### src/design/fud_pkg.sv
// shared types and character constants for the form-urlencoded decoder
// no dependencies; used by all decoder modules
`default_nettype none
package fud_pkg;

	localparam logic [7:0] CH_EQUALS  = 8'h3d;
	localparam logic [7:0] CH_AMP     = 8'h26;
	localparam logic [7:0] CH_PERCENT = 8'h25;
	localparam logic [7:0] CH_PLUS    = 8'h2b;
	localparam logic [7:0] CH_SPACE   = 8'h20;
	localparam logic [3:0] HEX_ALPHA_BASE = 4'ha;

	typedef struct packed {
		logic       mode;
		logic [7:0] byte_in;
	} in_item_t;

	typedef struct packed {
		logic [7:0] char_out;
		logic       in_value;
		logic       pair_end;
	} out_item_t;

	// {not_hex, nibble}
	typedef struct packed {
		logic       bad;
		logic [3:0] nib;
	} hex_t;

	function automatic hex_t hex_value(logic [7:0] b);
		hex_t h;
		h.bad = 1'b0;
		h.nib = b[3:0];
		if (b >= 8'h30 && b <= 8'h39) begin
			h.nib = b[3:0];
		end else if ((b >= 8'h41 && b <= 8'h46) || (b >= 8'h61 && b <= 8'h66)) begin
			// 'a'/'A' have low nibble 1
			h.nib = 4'(b[3:0] - 4'd1 + HEX_ALPHA_BASE);
		end else begin
			h.bad = 1'b1;
		end
		return h;
	endfunction

endpackage
`default_nettype wire

### src/design/fud_if.sv
// valid/ready channel interfaces for decoder input and result items
// depends on nothing but plain logic types
`default_nettype none
interface fud_in_if;
	logic       valid;
	logic       ready;
	logic       mode;
	logic [7:0] byte_in;

	modport source (output valid, output mode, output byte_in, input ready);
	modport sink (input valid, input mode, input byte_in, output ready);
endinterface

interface fud_out_if;
	logic       valid;
	logic       ready;
	logic [7:0] char_out;
	logic       in_value;
	logic       pair_end;

	modport source (output valid, output char_out, output in_value, output pair_end,
		input ready);
	modport sink (input valid, input char_out, input in_value, input pair_end,
		output ready);
endinterface
`default_nettype wire

### src/design/fud_in_reg.sv
// input register stage of the decoder
// depends on fud_pkg and fud_in_if
`default_nettype none
module fud_in_reg (
	input  wire logic          clk,
	input  wire logic          arst_n,
	fud_in_if.sink             in_ch,
	input  wire logic          adv,
	output fud_pkg::in_item_t  item_s1,
	output logic               v_s1
);

	assign in_ch.ready = !v_s1 || adv;

	always_ff @(posedge clk or negedge arst_n) begin
		if (!arst_n) begin
			v_s1 <= 1'b0;
		end else if (in_ch.ready) begin
			v_s1 <= in_ch.valid;
		end
	end

	always_ff @(posedge clk) begin
		if (in_ch.valid && in_ch.ready) begin
			item_s1.mode    <= in_ch.mode;
			item_s1.byte_in <= in_ch.byte_in;
		end
	end

endmodule
`default_nettype wire

### src/design/fud_core.sv
// decode step: phase and escape state plus the per-byte decision logic
// depends on fud_pkg
`default_nettype none
module fud_core (
	input  wire logic                clk,
	input  wire logic                arst_n,
	input  wire logic                v_s1,
	input  wire fud_pkg::in_item_t   item_s1,
	input  wire logic                out_free,
	output logic                     adv,
	output logic                     res_v,
	output fud_pkg::out_item_t       res
);

	typedef enum logic [1:0] {
		ESC_NONE   = 2'd0,
		ESC_FIRST  = 2'd1,
		ESC_SECOND = 2'd2
	} esc_t;

	esc_t         esc_q, esc_d;
	logic         phase_q, phase_d;
	logic [3:0]   nib_q, nib_d;
	logic         has;
	logic         plain;
	fud_pkg::hex_t h;
	logic [7:0]   b;

	assign b = item_s1.byte_in;
	assign h = fud_pkg::hex_value(b);

	always_comb begin
		esc_d    = esc_q;
		phase_d  = phase_q;
		nib_d    = nib_q;
		has      = 1'b0;
		plain    = 1'b0;
		res.char_out = 8'h00;
		res.in_value = phase_q;
		res.pair_end = 1'b0;
		if (item_s1.mode) begin
			// end of body closes the pair and returns to reset state
			has          = 1'b1;
			res.pair_end = 1'b1;
			esc_d        = ESC_NONE;
			phase_d      = 1'b0;
			nib_d        = 4'h0;
		end else begin
			case (esc_q)
				ESC_FIRST: begin
					if (!h.bad) begin
						nib_d = h.nib;
						esc_d = ESC_SECOND;
					end else begin
						esc_d = ESC_NONE;
						plain = 1'b1;
					end
				end
				ESC_SECOND: begin
					esc_d = ESC_NONE;
					if (!h.bad) begin
						res.char_out = {nib_q, h.nib};
						has = ({nib_q, h.nib} != 8'h00);
					end else begin
						plain = 1'b1;
					end
				end
				default: begin
					esc_d = ESC_NONE;
					plain = 1'b1;
				end
			endcase
			if (plain) begin
				if (b == fud_pkg::CH_PERCENT) begin
					esc_d = ESC_FIRST;
				end else if (b == fud_pkg::CH_PLUS) begin
					has = 1'b1;
					res.char_out = fud_pkg::CH_SPACE;
				end else if (!phase_q) begin
					if (b == fud_pkg::CH_EQUALS) begin
						phase_d = 1'b1;
					end else begin
						has = 1'b1;
						res.char_out = b;
					end
				end else if (b == fud_pkg::CH_AMP) begin
					has = 1'b1;
					res.pair_end = 1'b1;
					phase_d = 1'b0;
				end else begin
					has = 1'b1;
					res.char_out = b;
				end
			end
		end
	end

	// an item with no result never waits on the output side
	assign adv   = v_s1 && (out_free || !has);
	assign res_v = adv && has;

	always_ff @(posedge clk or negedge arst_n) begin
		if (!arst_n) begin
			esc_q   <= ESC_NONE;
			phase_q <= 1'b0;
			nib_q   <= 4'h0;
		end else if (adv) begin
			esc_q   <= esc_d;
			phase_q <= phase_d;
			nib_q   <= nib_d;
		end
	end

`ifndef ASSERT_OFF
	a_eob_reset: assert property (@(posedge clk) disable iff (!arst_n)
		adv && item_s1.mode |=> esc_q == ESC_NONE && !phase_q)
		else $error("state not cleared after end of body");
	a_second_after_first: assert property (@(posedge clk) disable iff (!arst_n)
		adv && esc_q != ESC_FIRST |=> esc_q != ESC_SECOND)
		else $error("second escape digit stage entered without first");
	a_pair_end_zero: assert property (@(posedge clk) disable iff (!arst_n)
		res_v && res.pair_end |-> res.char_out == 8'h00)
		else $error("pair end result carries a character");
	a_amp_value: assert property (@(posedge clk) disable iff (!arst_n)
		res_v && res.pair_end && !item_s1.mode |-> res.in_value && !phase_d)
		else $error("ampersand pair end outside value phase");
`endif

endmodule
`default_nettype wire

### src/design/fud_out_reg.sv
// result register driving the output channel
// depends on fud_pkg and fud_out_if
`default_nettype none
module fud_out_reg (
	input  wire logic                clk,
	input  wire logic                arst_n,
	input  wire logic                res_v,
	input  wire fud_pkg::out_item_t  res,
	output logic                     out_free,
	fud_out_if.source                out_ch
);

	logic               v_q;
	fud_pkg::out_item_t data_q;

	assign out_free = !v_q || out_ch.ready;

	always_ff @(posedge clk or negedge arst_n) begin
		if (!arst_n) begin
			v_q <= 1'b0;
		end else if (out_free) begin
			v_q <= res_v;
		end
	end

	always_ff @(posedge clk) begin
		if (res_v) begin
			data_q <= res;
		end
	end

	assign out_ch.valid    = v_q;
	assign out_ch.char_out = data_q.char_out;
	assign out_ch.in_value = data_q.in_value;
	assign out_ch.pair_end = data_q.pair_end;

endmodule
`default_nettype wire

### src/design/form_urlencoded_decoder.sv
// form-urlencoded body decoder: one byte per item, tagged name/value characters out
// path: an accepted item passes the input register, then the result register, before its result is valid
// throughput: one item per cycle while the result register is free, set by the state update in fud_core
// results are held in the result register while the sink stalls; input keeps flowing
// for items that give no result
// reset: arst_n clears valid flags, name phase and escape state at once
`default_nettype none
module form_urlencoded_decoder (
	input  wire logic clk,
	input  wire logic arst_n,
	fud_in_if.sink    in_ch,
	fud_out_if.source out_ch
);

	fud_pkg::in_item_t  item_s1;
	fud_pkg::out_item_t res;
	logic               v_s1;
	logic               adv;
	logic               res_v;
	logic               out_free;

	fud_in_reg u_in (
		.clk     (clk),
		.arst_n  (arst_n),
		.in_ch   (in_ch),
		.adv     (adv),
		.item_s1 (item_s1),
		.v_s1    (v_s1)
	);

	fud_core u_core (
		.clk      (clk),
		.arst_n   (arst_n),
		.v_s1     (v_s1),
		.item_s1  (item_s1),
		.out_free (out_free),
		.adv      (adv),
		.res_v    (res_v),
		.res      (res)
	);

	fud_out_reg u_out (
		.clk      (clk),
		.arst_n   (arst_n),
		.res_v    (res_v),
		.res      (res),
		.out_free (out_free),
		.out_ch   (out_ch)
	);

endmodule
`default_nettype wire

### src/flat_wrapper.sv
// flat-port wrapper written by rule: the top's interface ports become plain ports
module form_urlencoded_decoder_flat 
  (clk, arst_n, in_ch_valid, in_ch_mode, in_ch_byte_in, in_ch_ready, out_ch_valid, out_ch_char_out, out_ch_in_value, out_ch_pair_end, out_ch_ready);
  fud_in_if in_ch_i ();
  fud_out_if out_ch_i ();
  input  wire logic clk;
  input  wire logic arst_n;
  input wire logic [$bits(in_ch_i.valid)-1:0] in_ch_valid;
  input wire logic [$bits(in_ch_i.mode)-1:0] in_ch_mode;
  input wire logic [$bits(in_ch_i.byte_in)-1:0] in_ch_byte_in;
  output wire logic [$bits(in_ch_i.ready)-1:0] in_ch_ready;
  output wire logic [$bits(out_ch_i.valid)-1:0] out_ch_valid;
  output wire logic [$bits(out_ch_i.char_out)-1:0] out_ch_char_out;
  output wire logic [$bits(out_ch_i.in_value)-1:0] out_ch_in_value;
  output wire logic [$bits(out_ch_i.pair_end)-1:0] out_ch_pair_end;
  input wire logic [$bits(out_ch_i.ready)-1:0] out_ch_ready;
  assign in_ch_i.valid = in_ch_valid;
  assign in_ch_i.mode = in_ch_mode;
  assign in_ch_i.byte_in = in_ch_byte_in;
  assign in_ch_ready = in_ch_i.ready;
  assign out_ch_valid = out_ch_i.valid;
  assign out_ch_char_out = out_ch_i.char_out;
  assign out_ch_in_value = out_ch_i.in_value;
  assign out_ch_pair_end = out_ch_i.pair_end;
  assign out_ch_i.ready = out_ch_ready;
  form_urlencoded_decoder u_core (.clk(clk), .arst_n(arst_n), .in_ch(in_ch_i), .out_ch(out_ch_i));
endmodule
### config.mk
export PLATFORM = sky130hd
export DESIGN_NAME = form_urlencoded_decoder_flat
export DESIGN_NICKNAME = d
export VERILOG_FILES = /design/src/design/fud_pkg.sv /design/src/design/fud_if.sv /design/src/design/fud_in_reg.sv /design/src/design/fud_core.sv /design/src/design/fud_out_reg.sv /design/src/design/form_urlencoded_decoder.sv /design/src/flat_wrapper.sv
export SDC_FILE = /design/constraint.sdc
export NUM_CORES = 1
export LEC_CHECK = 0
export BUFFER_PORTS_ARGS = -buffer_cell sky130_fd_sc_hd__buf_2
export CAP_MARGIN = 20
export CORE_MARGIN = 1.5
export CORE_UTILIZATION = 40
export DETAILED_ROUTE_END_ITERATION = 6
export GPL_ROUTABILITY_DRIVEN = 0
export PLACE_DENSITY_LB_ADDON = 0.25
export SLEW_MARGIN = 10
export SYNTH_ARGS = -nofsm -noshare
export SYNTH_HDL_FRONTEND = slang
export SYNTH_HIERARCHICAL = 1
export SYNTH_SLANG_ARGS = --single-unit
### constraint.sdc
create_clock -name clk -period 8.42 [get_ports clk]
set_input_delay 0.842 -clock clk [delete_from_list [all_inputs] [get_ports clk]]
set_output_delay 0.842 -clock clk [all_outputs]
set_load 0.02 [all_outputs]
# After elaboration in Yosys (flattened, before gate mapping)
# Index checks and enable logic that the tools add are counted.
[classes]
add_sub_neg = 2
order_cmp = 6
n_eq_ne = 9
mux = 43
n_reduce_logical = 19
[op_table]
columns = ["op", "n"]
rows = [
  ["$mux W8", 8],
  ["$eq A8 B6 Y1 const B", 4],
  ["$mux W1", 25],
  ["$mux W4", 5],
  ["$ge A8 B7 Y1 const B", 2],
  ["$le A8 B7 Y1 const B", 2],
  ["$mux W2", 5],
  ["$ge A8 B6 Y1 const B", 1],
  ["$le A8 B6 Y1 const B", 1],
  ["$reduce_bool A8 Y1", 1],
  ["$logic_and A1 B1 Y1", 6],
  ["$ne A2 B1 Y1 const B", 3],
  ["$add A4 B4 Y4 const B", 1],
  ["$logic_or A1 B1 Y1", 4],
  ["$reduce_and A4 Y1", 1],
  ["$reduce_bool A2 Y1", 2],
  ["$sub A4 B1 Y4 const B", 1],
  ["$logic_not A1 Y1", 3],
  ["$reduce_and A3 Y1", 1],
  ["$eq A2 B1 Y1 const B", 1],
  ["$eq A2 B2 Y1 const B", 1],
  ["$reduce_or A2 Y1", 1],
]
[word_totals]
regBits = 28
out_inout_bits = 12
word_cells = 89

# Depth between registers and ports, before layout
# Gate-level depths: netlist of the first run.
[logic_depth]
word_depth = 19
depth_mapped = 9
ltp_nobuf = 9

# By module
# The synthesis of the first run kept the hierarchy.
[by_module_without_submodules]
columns = ["module", "n_inst", "cells_each", "area_per_inst_um2", "seq_area_each_um2"]
rows = [
  ["fud_core", 1, 108, 863.3, 175.2],
  ["fud_out_reg", 1, 13, 347.8, 325.3],
  ["fud_in_reg", 1, 13, 324.1, 295.3],
]

# Worst setup path before layout of the first run
# No wires, ideal clock.
[synth_path]
path_kind = "register to output"
startpoint = "reg u_core/u_in/item_s1[0] (netlist name)"
endpoint = "out in_ch_ready"
t_arrival_ns = 1.939
required_time_ns = 7.578
slack_ns = 5.639
stages_incl_launch_ff = 9
path_buffers = 0
path_cell_list = "edfxtp_1 -> inv_1 -> ha_1 -> or3b_4 -> and4_4 -> a211oi_4 -> o221ai_2 -> inv_1 -> nand2b_4"
[synth_between]
elab_chain_cells = 18
elab_cells_between_ends = 35
[synth_rtl]
columns = ["item", "line_no", "source"]
rows = [
  ["branches (longest 12 deep; another with $sub A4 B1 Y4)", "--", ""],
  ["$mux W1 (*)", "fud_core.sv:73", "if (plain) begin"],
  ["$mux W1 (*)", "fud_core.sv:41", "if (item_s1.mode) begin"],
  ["$logic_not A1 Y1 (*)", "fud_core.sv:99", "assign adv = v_s1 && (out_free || !has);"],
  ["$logic_or A1 B1 Y1 (*)", "fud_core.sv:99", ""],
  ["$logic_and A1 B1 Y1 (*)", "fud_core.sv:99", ""],
  ["named net u_core.adv", "form_urlencoded_decoder.sv:18", "logic adv;"],
  ["$logic_or A1 B1 Y1 (*)", "fud_in_reg.sv:13", "assign in_ch.ready = !v_s1 || adv;"],
  ["end, declared", "flat_wrapper.sv:11", "output wire logic [$bits(in_ch_i.ready)-1:0] in_ch_ready;"],
]
# Mark *: on every way through the listed nets, which the timed path passes. The select of a mux whose other input is x is not followed.

# Worst setup path after layout of the first run
[layout_path]
startpoint = "reg u_core/u_in/item_s1[4] (netlist name)"
endpoint = "out in_ch_ready"
[layout_between]
elab_chain_cells = 18
elab_cells_between_ends = 33
[layout_rtl]
columns = ["item", "line_no", "source"]
rows = [
  ["$ge A8 B7 Y1 or $le A8 B7 Y1 (tied branches)", "fud_pkg.sv:36", "end else if ((b >= 8'h41 && b <= 8'h46) || (b >= 8'h61 && b <= 8'h66)) begin"],
  ["$logic_and A1 B1 Y1", "fud_pkg.sv:36", ""],
  ["$logic_or A1 B1 Y1", "fud_pkg.sv:36", ""],
  ["$mux W4", "fud_pkg.sv:36", ""],
  ["$mux W4", "fud_pkg.sv:34", "if (b >= 8'h30 && b <= 8'h39) begin"],
  ["$reduce_bool A8 Y1", "fud_core.sv:63", "has = ({nib_q, h.nib} != 8'h00);"],
  ["$mux W1", "fud_core.sv:61", "if (!h.bad) begin"],
  ["$mux W1", "fud_core.sv:49", "case (esc_q)"],
  ["[... 3 more ...]", "--", ""],
  ["$mux W1", "fud_core.sv:74", "if (b == fud_pkg::CH_PERCENT) begin"],
  ["$mux W1 (*)", "fud_core.sv:73", ""],
  ["$mux W1 (*)", "fud_core.sv:41", ""],
  ["$logic_not A1 Y1 (*)", "fud_core.sv:99", ""],
  ["$logic_or A1 B1 Y1 (*)", "fud_core.sv:99", ""],
  ["$logic_and A1 B1 Y1 (*)", "fud_core.sv:99", ""],
  ["named net u_core.adv", "form_urlencoded_decoder.sv:18", ""],
  ["$logic_or A1 B1 Y1 (*)", "fud_in_reg.sv:13", ""],
]
# Mark *: on every way through the listed nets, which the timed path passes. The rest lies on a longest branch. The select of a mux whose other input is x is not followed.

==> results of run 1 <==
[final timing paths]
kind	from	to	depth (start not counted)
max	u_core/u_in/item_s1[4]$_DFFE_PP_	in_ch_ready	7
min	arst_n	u_core/u_core/nib_q[2]$_DFFE_PN0P_	1
max reg2reg	u_core/u_in/item_s1[0]$_DFFE_PP_	u_core/u_out/out_ch.char_out[2]$_DFFE_PP_	7
min reg2reg	u_core/u_core/phase_q$_DFFE_PN0P_	u_core/u_out/out_ch.in_value$_DFFE_PP_	0
max in group asynchronous	arst_n	u_core/u_core/phase_q$_DFFE_PN0P_	1
min in group clk	u_core/u_core/phase_q$_DFFE_PN0P_	u_core/u_out/out_ch.in_value$_DFFE_PP_	0
[layout by cell type, fill, tap and decap left out, types with 2 or more instances in the layout]
| cell type | Yosys | final |
|---|---|---|
| edfxtp_1 | 19 | 19 |
| buf_2 | 1 | 24 |
| o21ai_0 | 5 | 5 |
| clkbuf_8 | 0 | 3 |
| nor3_1 | 2 | 2 |
| nor2_1 | 9 | 9 |
| nand2b_4 | 2 | 2 |
| a21boi_0 | 3 | 3 |
| o2bb2ai_1 | 4 | 4 |
| nand4_1 | 2 | 2 |
| nand2b_1 | 2 | 2 |
| or3b_4 | 2 | 2 |
| nor4_1 | 2 | 2 |
| a21oi_1 | 6 | 6 |
| nand3_1 | 7 | 7 |
| dfrtp_1 | 9 | 9 |
| o21ai_1 | 2 | 2 |
| nand2_1 | 10 | 10 |
| ha_1 | 6 | 6 |
| inv_1 | 9 | 9 |
| or3_1 | 3 | 3 |
[per-layer routing]
layer | track usage | share of wire | routed length, µm | up-vias
met5 | 0 | 0 | 0 | -
met4 | 0.117 | 0.041 | 127 | 0
met3 | 0.0260 | 0.082 | 256 | 12
met2 | 0.249 | 0.46 | 1420 | 64
met1 | 0.203 | 0.42 | 1310 | 521
li1 | - | - | - | 543
[flip-flops by register name, indices dropped and copies added, names as in the netlist]
register                      cells
u_core/u_in/item_s1               9
u_core/u_out/out_ch.char_out      8
u_core/u_core/nib_q               4
u_core/u_core/esc_q               2
u_core/u_core/phase_q             1
u_core/u_in/v_s1                  1
u_core/u_out/out_ch.in_value      1
u_core/u_out/out_ch.pair_end      1
u_core/u_out/out_ch.valid         1
[report_power, final]
group | switching [mW] | internal, mW | total, mW
combinational | 0.0487 | 0.0282 | 0.0769
clock | 0.0392 | 0.0327 | 0.0719
sequential | 0.0128 | 0.170 | 0.183
total | 0.101 | 0.231 | 0.332
[cell type report]
cell class              count  share of cell area
inverters                   9              0.0195
multi-input cells          93               0.391
well taps                  48              0.0347
clock buffers               3              0.0238
clock inverters             1             0.00217
flip-flops and latches     28               0.459
repair buffers             24              0.0693
[worst max-delay path, stage by stage (launching register included)]
cell	delay (ns)
edfxtp_1	0.49
nor4b_1	0.63
a41o_1	0.42
a211oi_4	0.06
o221ai_2	0.30
inv_1	0.12
nand2b_4	0.16
buf_2	0.15
[kinds of logic after synthesis]
kind of cell / count (synthesis)
AOI/OAI and AO/OA: 32
xor gates and xnor gates: 1
adders and majority gates: 6
buffers and inverters: 13
DFF: 28
muxes: 1
and+or+nand+nor: 53
==> flow_summary.yaml, run 1 <==
die:
  fp.dieW_um: 65.0
  dieArea_um2: 4220
  start_util: 0.419
  rows: 22
  ioPinCount: 25
  core_area_um2: 3660
  die_h_um: 65.0
clock_network:
  clock-sinks: 28
  clockBufferDepth: 2
  insertion_delay_ns: 0.27
  tritoncts: "yes"
  numCtsBuffers: 3
  cts_setup_buffers: 0
  root_buffer: "clkbuf_8"
  cts.repair.resized: 0
  ctsHoldBuffers: 0
  clkTransAtPathRegs_ns: 0.09
  htreeDepth: 1
yosys:
  synth_top_family_by_area: "simple AND/OR/NAND/NOR gates"
  synth-simple-area-share: 0.219
  yosys.area.top_type: "edfxtp_1"
  synth-warning-count: 6
  synth_top_cell_area_share: 0.372
  synth_fa_ha_area_frac: 0.0489
  synth_edf_count: 19
  synth_seq_cells: 28
  avgSynthCellArea_um2: 11.5
  ys_seq_area_frac: 0.518
  synthCells: 134
  netlist_top_cells_area: "edfxtp_1 37%, dfrtp_1 15%, ha_1 4.9%"
  syn_area_um2: 1540
  async_reset_ff_frac: 0.321
  ys_types: 49
  synth_nets: 153
  synth_top_flop_cell: "edfxtp_1"
  synthMuxAreaShare: 0.00652
  synth_compound_area_frac: 0.161
  synthXorXnorAreaFrac: 0.00570
  synth_common_cells: "19 x edfxtp_1, 10 x nand2_1, 9 x dfrtp_1, 9 x inv_1, 9 x nor2_1"
  yosysMostFrequentCell: "edfxtp_1"
layout:
  stdcell_count: 206
  fin_util: 0.473
  fill_cells: 331
  antennaDiodeCount: 0
  area_delta_synth_final_pct: 12.9
  num-nets-final: 178
  final_area_um2: 1730
  drive_gt1_frac: 0.253
  seqCellArea_um2: 796
  multiInputGateArea_um2: 678
placement:
  dp_hpwl_mm: 2.41
  dp_cells: 202
  io_buffers: 24
  place_ws_ns: 5.33
  place_area_um2: 1690
timing:
  fin_crit_sh: 0.411
  hold_viol_final: 0
  setup_ws_ns: 4.96
  rsz0062_at_grt: "no"
  setup_viol: 0
  final.setup.tns_ns: 0
  drv_slew: 0
  clock.fmax_ghz: 0.289
  period_minus_slack_ns: 3.46
  hold-worst-slack_ns: 0.404
  finClkSkew_ns: 0.00660
  worst_slew_pin_slew_ns: 0.777
  slew_headroom: 0.480
routing:
  drt_iter0_drc: 67
  vias: 1140
  wl_per_cell_um: 15.1
  vias_per_cell: 5.53
  drtPass1Iterations: 5
  route.detailed.drc: 0
  routed_wl_mm: 3.11
  drtAntennaViolNets: 0
critical_path:
  worstSetupPathType: "reg -> out"
  cp_data_required_time_ns: 7.58
  arrival_ns: 2.61
  start_kind: "flip-flop"
  reg2reg_slack_ns: 5.53
  cp_max_fo: 7
  endpoint_kind: "primary output"
flow_run:
  timing.max_cap.violations: 0
power_and_ir_drop:
  total_power_mw: 0.332
  power_density_nw_per_um2: 191
  ir_worst_vdd_mv: 0.0851
  total_leakage_power_nw: 0.708
outcome:
  status: "completed"
global_routing:
  antenna_found_initial: 0
  grt_usage: 0.161
  grt_pass1_wl_mm: 5.09
  gr-total-overflow: 0
  grt_max_degree: 16
  first_global_vias: 1075
min_path:
  hp-class: "in -> async"
No activity file was read; power rests on OpenSTA's default activity.
==> run 2, diff against run 1 <==
- ABC_AREA: unset -> 1
- clock period: 8.42 -> 2.9 ns (I/O delays scaled with it)
==> run 2 against run 1 <==
Against the previous run: wire length grew 7.6%; clock power rose to 3.3 times the previous value; sequential power grew to 2.7 times the previous value; cell count rose by 22%; area after synthesis increased by 7.2%; total power rose to 2.8 times the previous value; count of clock-buffer cells in the layout increased by 1; critical endpoint unchanged; via count up 11%; global-route usage decreased by 0.21 points; synthesized cell count rose by 27%; setup slack lost 4.8 ns; core utilization up 0.74 points.
==> flow_summary.yaml, run 2 <==
yosys:
  synth_top_cell_area_share: 0.347
  synthCells: 170
  async_reset_ff_frac: 0.321
  synth_common_cells: "41 x nand2_1, 23 x inv_1, 19 x edfxtp_1, 10 x nor2_1"
  ys_seq_area_frac: 0.484
  avgSynthCellArea_um2: 9.68
  syn_area_um2: 1650
  netlist_top_cells_area: "edfxtp_1 35%, dfrtp_1 14%, nand2_1 9.4%"
  synth_top_flop_cell: "edfxtp_1"
  yosysMostFrequentCell: "nand2_1"
  yosys.area.top_type: "edfxtp_1"
  synth_edf_count: 19
  synth-warning-count: 6
  synth_nets: 189
  synth_seq_cells: 28
  ys_types: 32
die:
  core_area_um2: 3970
  die_h_um: 67.1
  rows: 23
  fp.dieW_um: 67.1
  start_util: 0.414
  dieArea_um2: 4510
  ioPinCount: 25
timing:
  fin_crit_sh: 0.951
  slew_headroom: 0.654
  setup_viol: 0
  drv_slew: 0
  period_minus_slack_ns: 2.76
  finClkSkew_ns: 0.00614
  worst_slew_pin_slew_ns: 0.519
  hold_viol_final: 0
  clock.fmax_ghz: 0.362
layout:
  final_area_um2: 1910
  area_delta_synth_final_pct: 16.0
  final_cell_mix: "41 x nand2_1, 24 x buf_2, 23 x inv_1"
  antennaDiodeCount: 0
  largest_register_ffs: 9
  num-nets-final: 221
  layout_commonest_cell: "nand2_1"
  drive_gt1_frac: 0.284
  regMostFlops: "u_core/u_in/item_s1"
critical_path:
  start_kind: "flip-flop"
  crit_path_end: "in_ch_ready"
  endpoint_kind: "primary output"
  r2r_start: "u_core/u_in/item_s1[1]$_DFFE_PP_"
  cp-startpoint: "u_core/u_in/item_s1[1]$_DFFE_PP_"
  reg2reg_slack_ns: 0.33
  cp_max_fo: 10
  worstReg2RegEnd: "u_core/u_out/out_ch.char_out[6]$_DFFE_PP_"
  arrival_ns: 2.47
  worstSetupPathType: "reg -> out"
  cp_data_required_time_ns: 2.61
  worst_r2r_path_depth: 16
routing:
  drtAntennaViolNets: 0
  vias_per_cell: 5.06
  drtPass1Iterations: 4
  routed_wl_mm: 3.35
  wl_per_cell_um: 13.4
  vias: 1271
  route.detailed.drc: 0
  drt_iter0_drc: 55
clock_network:
  tritoncts: "yes"
  numCtsBuffers: 3
  root_buffer: "clkbuf_8"
  clkTransAtPathRegs_ns: 0.09
  insertion_delay_ns: 0.27
  clockBufferDepth: 2
  clock-sinks: 28
  htreeDepth: 1
global_routing:
  first_global_vias: 1208
  grt_pass1_wl_mm: 5.35
  grt_usage: 0.159
  gr-total-overflow: 0
  grt_max_degree: 16
  antenna_found_initial: 0
min_path:
  hp-class: "in -> reg"
placement:
  place_area_um2: 1810
  dp_hpwl_mm: 2.62
  io_buffers: 24
outcome:
  status: "completed"
power_and_ir_drop:
  power_density_nw_per_um2: 485
  ir_worst_vdd_mv: 0.201
  total_leakage_power_nw: 0.915
  total_power_mw: 0.926
flow_run:
  timing.max_cap.violations: 0
## run 2: worst max-delay path, cell delays in order (launching register included)
cell and delay, ns:
edfxtp_1 0.44, inv_1 0.13, ha_1 0.20, inv_1 0.11, nand3_4 0.12, nand3_4 0.13, o21ai_4 0.11, nand2_4 0.09
inv_6 0.10, nor2_4 0.05, nor2_4 0.09, nand2_4 0.08, nand2_8 0.10, nand2_8 0.07, inv_4 0.07, inv_1 0.04
nand2_1 0.07, buf_2 0.18
## run 2: stage by stage
| stage | utilization | setup WS, ns | instances | setup TNS, ns | hold WS, ns |
|---|---|---|---|---|---|
| 2_1_floorplan | - | 0.302 | 170 | 0 | -0.00559 |
| 3_3_place_gp | 0.456 | 0.413 | 242 | 0 | 0.143 |
| 3_5_place_dp | 0.456 | 0.297 | 242 | 0 | 0.149 |
| 4_1_cts | 0.473 | 0.114 | 247 | 0 | 0.183 |
| 5_1_grt | 0.481 | -0.00381 | 251 | -0.00381 | 0.179 |
| 6_report | 0.481 | 0.141 | 251 | 0 | 0.188 |
## run 2: repair_timing
action | CTS | global route
buffers inserted | 0 | 4
hold buffers | 1 | 0
resized for setup | 0 | 1
setup endpoints to repair | 0 | 1
hold endpoints to repair | 9 | 0
## run 2: worst min-delay path by stage
| stage | startpoint | end | slack [ns] | cells after the start |
|---|---|---|---|---|
| 6_report | in_ch_byte_in[2] | u_core/u_in/item_s1[2]$_DFFE_PP_ | 0.19 | 1 |
| 5_1_grt | in_ch_byte_in[2] | u_core/u_in/item_s1[2]$_DFFE_PP_ | 0.18 | 1 |
| 4_1_cts | in_ch_byte_in[2] | u_core/u_in/item_s1[2]$_DFFE_PP_ | 0.18 | 1 |
| 3_5_place_dp | arst_n | u_core/u_out/out_ch.valid$_DFFE_PN0P_ | 0.15 | 1 |
| 3_3_place_gp | arst_n | u_core/u_out/out_ch.valid$_DFFE_PN0P_ | 0.14 | 1 |
| 2_1_floorplan | arst_n | u_core/u_core/esc_q[0]$_DFFE_PN0P_ | -0.006 | 0 |
## run 2: per-layer routing
| layer | share of wire | track usage | vias to the layer above |
|---|---|---|---|
| li1 | - | - | 631 |
| met1 | 0.38 | 0.177 | 580 |
| met2 | 0.53 | 0.295 | 49 |
| met3 | 0.057 | 0.0250 | 11 |
| met4 | 0.028 | 0.0740 | 0 |
| met5 | 0 | 0 | - |
## run 2: logic make-up after synthesis
logic type | share of synthesized area
AND/OR/NAND/NOR | 0.322
buffers and inverters | 0.0806
flip-flops | 0.484
AO/OA/AOI/OAI | 0.0684
adder cells (fa/ha/maj) | 0.0456
## run 2: final cells by class
class,instances,area (µm²)
Fill cell,385,2060
Timing Repair Buffer,30,168
Inverter,27,109
Tap cell,50,62.6
Clock buffer,4,55.1
Multi-Input combinational cell,112,719
Sequential cell,28,796
## run 2: power by group
| group | leakage (nW) | internal (mW) | switching [mW] |
|---|---|---|---|
| combinational | 0.581 | 0.0656 | 0.127 |
| sequential | 0.306 | 0.471 | 0.0271 |
| clock | 0.0288 | 0.121 | 0.113 |
==> run 3, diff against run 2 <==
- CORE_ASPECT_RATIO: unset -> 1.25
==> run 3 against run 2 <==
Against the previous run: sequential share of layout area increased by 0.16 points; hold slack improved by 0.0033 ns; critical path depth is the same; global-route usage is 0.22 points lower; setup slack worse by 0.0081 ns; sequential power about the same; non-clock buffer count stayed put; clock power fell by 12%; largest cell class unchanged.
==> flow_summary.yaml, run 3 (synthesis gave the netlist of run 2 again) <==
timing:
  hold-worst-slack_ns: 0.191
  clock.fmax_ghz: 0.361
  finClkSkew_ns: 0.00474
  period_minus_slack_ns: 2.77
  fin_crit_sh: 0.954
  drv_slew: 0
  hold_viol_final: 0
  setup_viol: 0
  worst_slew_pin_slew_ns: 0.524
  setup_ws_ns: 0.133
  slew_headroom: 0.650
power_and_ir_drop:
  total_power_mw: 0.896
  power_density_nw_per_um2: 471
  ir_worst_vdd_mv: 0.176
  total_leakage_power_nw: 0.911
  switching_share: 0.296
  intPower_mw: 0.631
  clockPowerShare: 0.229
  switching_power_mw: 0.265
  comb_power_share: 0.215
  pwr-share-seq: 0.555
clock_network:
  numCtsBuffers: 3
  root_buffer: "clkbuf_8"
  insertion_delay_ns: 0.27
  clockBufferDepth: 2
  tritoncts: "yes"
  clock-sinks: 28
  htreeDepth: 1
  clkTransAtPathRegs_ns: 0.09
routing:
  vias: 1277
  drt_iter0_drc: 51
  drtAntennaViolNets: 0
  wl_per_cell_um: 13.4
  drtPass1Iterations: 4
  routed_wl_mm: 3.41
  route.detailed.drc: 0
  vias_per_cell: 5.01
global_routing:
  gr-total-overflow: 0
  grt_pass1_wl_mm: 5.24
  grt_max_degree: 16
  grt_usage: 0.157
  top_usage_layer: "met2"
  antenna_found_initial: 0
  first_global_vias: 1161
  global_route.usage.met3: 0.0206
  use_met2: 0.280
  grt_use_met1: 0.180
die:
  dieArea_um2: 4510
  ioPinCount: 25
  rows: 25
  core_area_um2: 3850
  die_h_um: 74.7
  start_util: 0.428
  fp.dieW_um: 60.4
min_path:
  hp-start: "in_ch_mode"
  min_to: "u_core/u_in/item_s1[8]$_DFFE_PP_"
  hp-class: "in -> reg"
  holdPathStages: 1
critical_path:
  reg2reg_slack_ns: 0.33
  worstSetupPathType: "reg -> out"
  worst_r2r_path_depth: 16
  cp_data_required_time_ns: 2.61
  arrival_ns: 2.48
  cp_max_fo: 10
  endpoint_kind: "primary output"
  worstReg2RegEnd: "u_core/u_out/out_ch.char_out[3]$_DFFE_PP_"
  start_kind: "flip-flop"
  r2r_start: "u_core/u_in/item_s1[1]$_DFFE_PP_"
layout:
  layout_commonest_cell: "nand2_1"
  largest_register_ffs: 9
  area_delta_synth_final_pct: 15.6
  stdcell_count: 255
  antennaDiodeCount: 0
  final_cell_mix: "41 x nand2_1, 24 x buf_2, 23 x inv_1"
  drive_gt1_frac: 0.274
  regMostFlops: "u_core/u_in/item_s1"
  num-nets-final: 221
flow_run:
  timing.max_cap.violations: 0
outcome:
  status: "completed"
placement:
  place_ws_ns: 0.325
  io_buffers: 24
  dp_cells: 246
  dp_hpwl_mm: 2.57
-- run 3: cell count changes in the layout (fill, tap and decap cells not counted) --
cell,previous run,this run
clkbuf_8,4,3
clkinv_1,0,1
ha_1,5,6
ha_2,1,0
-- run 3: worst max-delay path, cell delays in order (launching register included) --
cell,delay (ns)
edfxtp_1,0.45
inv_1,0.13
ha_1,0.21
inv_1,0.10
nand3_4,0.12
nand3_4,0.14
o21ai_4,0.12
nand2_4,0.09
inv_6,0.10
nor2_4,0.05
nor2_4,0.09
nand2_4,0.08
nand2_8,0.10
nand2_8,0.07
inv_4,0.07
inv_1,0.04
nand2_1,0.07
buf_2,0.18
-- run 3: power by group through the flow --
| stage | sequential (mW) | clock (mW) | combinational [mW] |
|---|---|---|---|
| floorplan | 0.526 | 0 | 0.107 |
| global placement | 0.506 | 0 | 0.180 |
| detailed placement | 0.508 | 0 | 0.183 |
| CTS | 0.499 | 0.214 | 0.185 |
| global route | 0.501 | 0.225 | 0.211 |
| finish | 0.497 | 0.205 | 0.193 |
-- run 3: timing repair --
action	4_1_cts	5_1_grt
setup endpoints to repair	0	1
hold buffers	1	0
hold endpoints to repair	9	0
buffers inserted	0	4
resized for setup	0	0
-- run 3: layout make-up --
| type | instances | area [µm²] |
|---|---|---|
| fillers | 371 | 1950 |
| flip-flops and latches | 28 | 796 |
| multi-input cells | 112 | 717 |
| repair buffers | 30 | 168 |
| inverters | 27 | 109 |
| well taps | 54 | 67.6 |
| clock buffers | 3 | 41.3 |
| clock inverters | 1 | 3.75 |
-- run 3: how the worst max path moves through the flow --
stage,start,to,slack (ns),cells after the start
after floorplan,u_core/u_in/item_s1[0]$_DFFE_PP_,u_core/u_in/item_s1[0]$_DFFE_PP_,0.30,16
after global placement,u_core/u_in/item_s1[0]$_DFFE_PP_,u_core/u_out/out_ch.char_out[0]$_DFFE_PP_,0.41,16
after detailed placement,u_core/u_in/item_s1[0]$_DFFE_PP_,u_core/u_out/out_ch.pair_end$_DFFE_PP_,0.32,16
after CTS,u_core/u_in/item_s1[0]$_DFFE_PP_,in_ch_ready,0.12,17
after global routing,u_core/u_in/item_s1[1]$_DFFE_PP_,in_ch_ready,-0.007,17
final,u_core/u_in/item_s1[1]$_DFFE_PP_,in_ch_ready,0.13,17
-- run 3: metrics by stage --
step / instance area, µm² / setup TNS [ns] / utilization
after floorplan: 1650 / 0 / -
after global placement: 1820 / 0 / 0.472
after detailed placement: 1820 / 0 / 0.472
after CTS: 1870 / 0 / 0.487
after global routing: 1900 / -0.00654 / 0.494
final: 1900 / 0 / 0.494
-- run 3: metal layers --
| metal | part of all wire | up-vias |
|---|---|---|
| met1 | 0.40 | 584 |
| li1 | - | 630 |
| met2 | 0.53 | 55 |
| met4 | 0.030 | 0 |
| met5 | 0 | - |
| met3 | 0.047 | 8 |
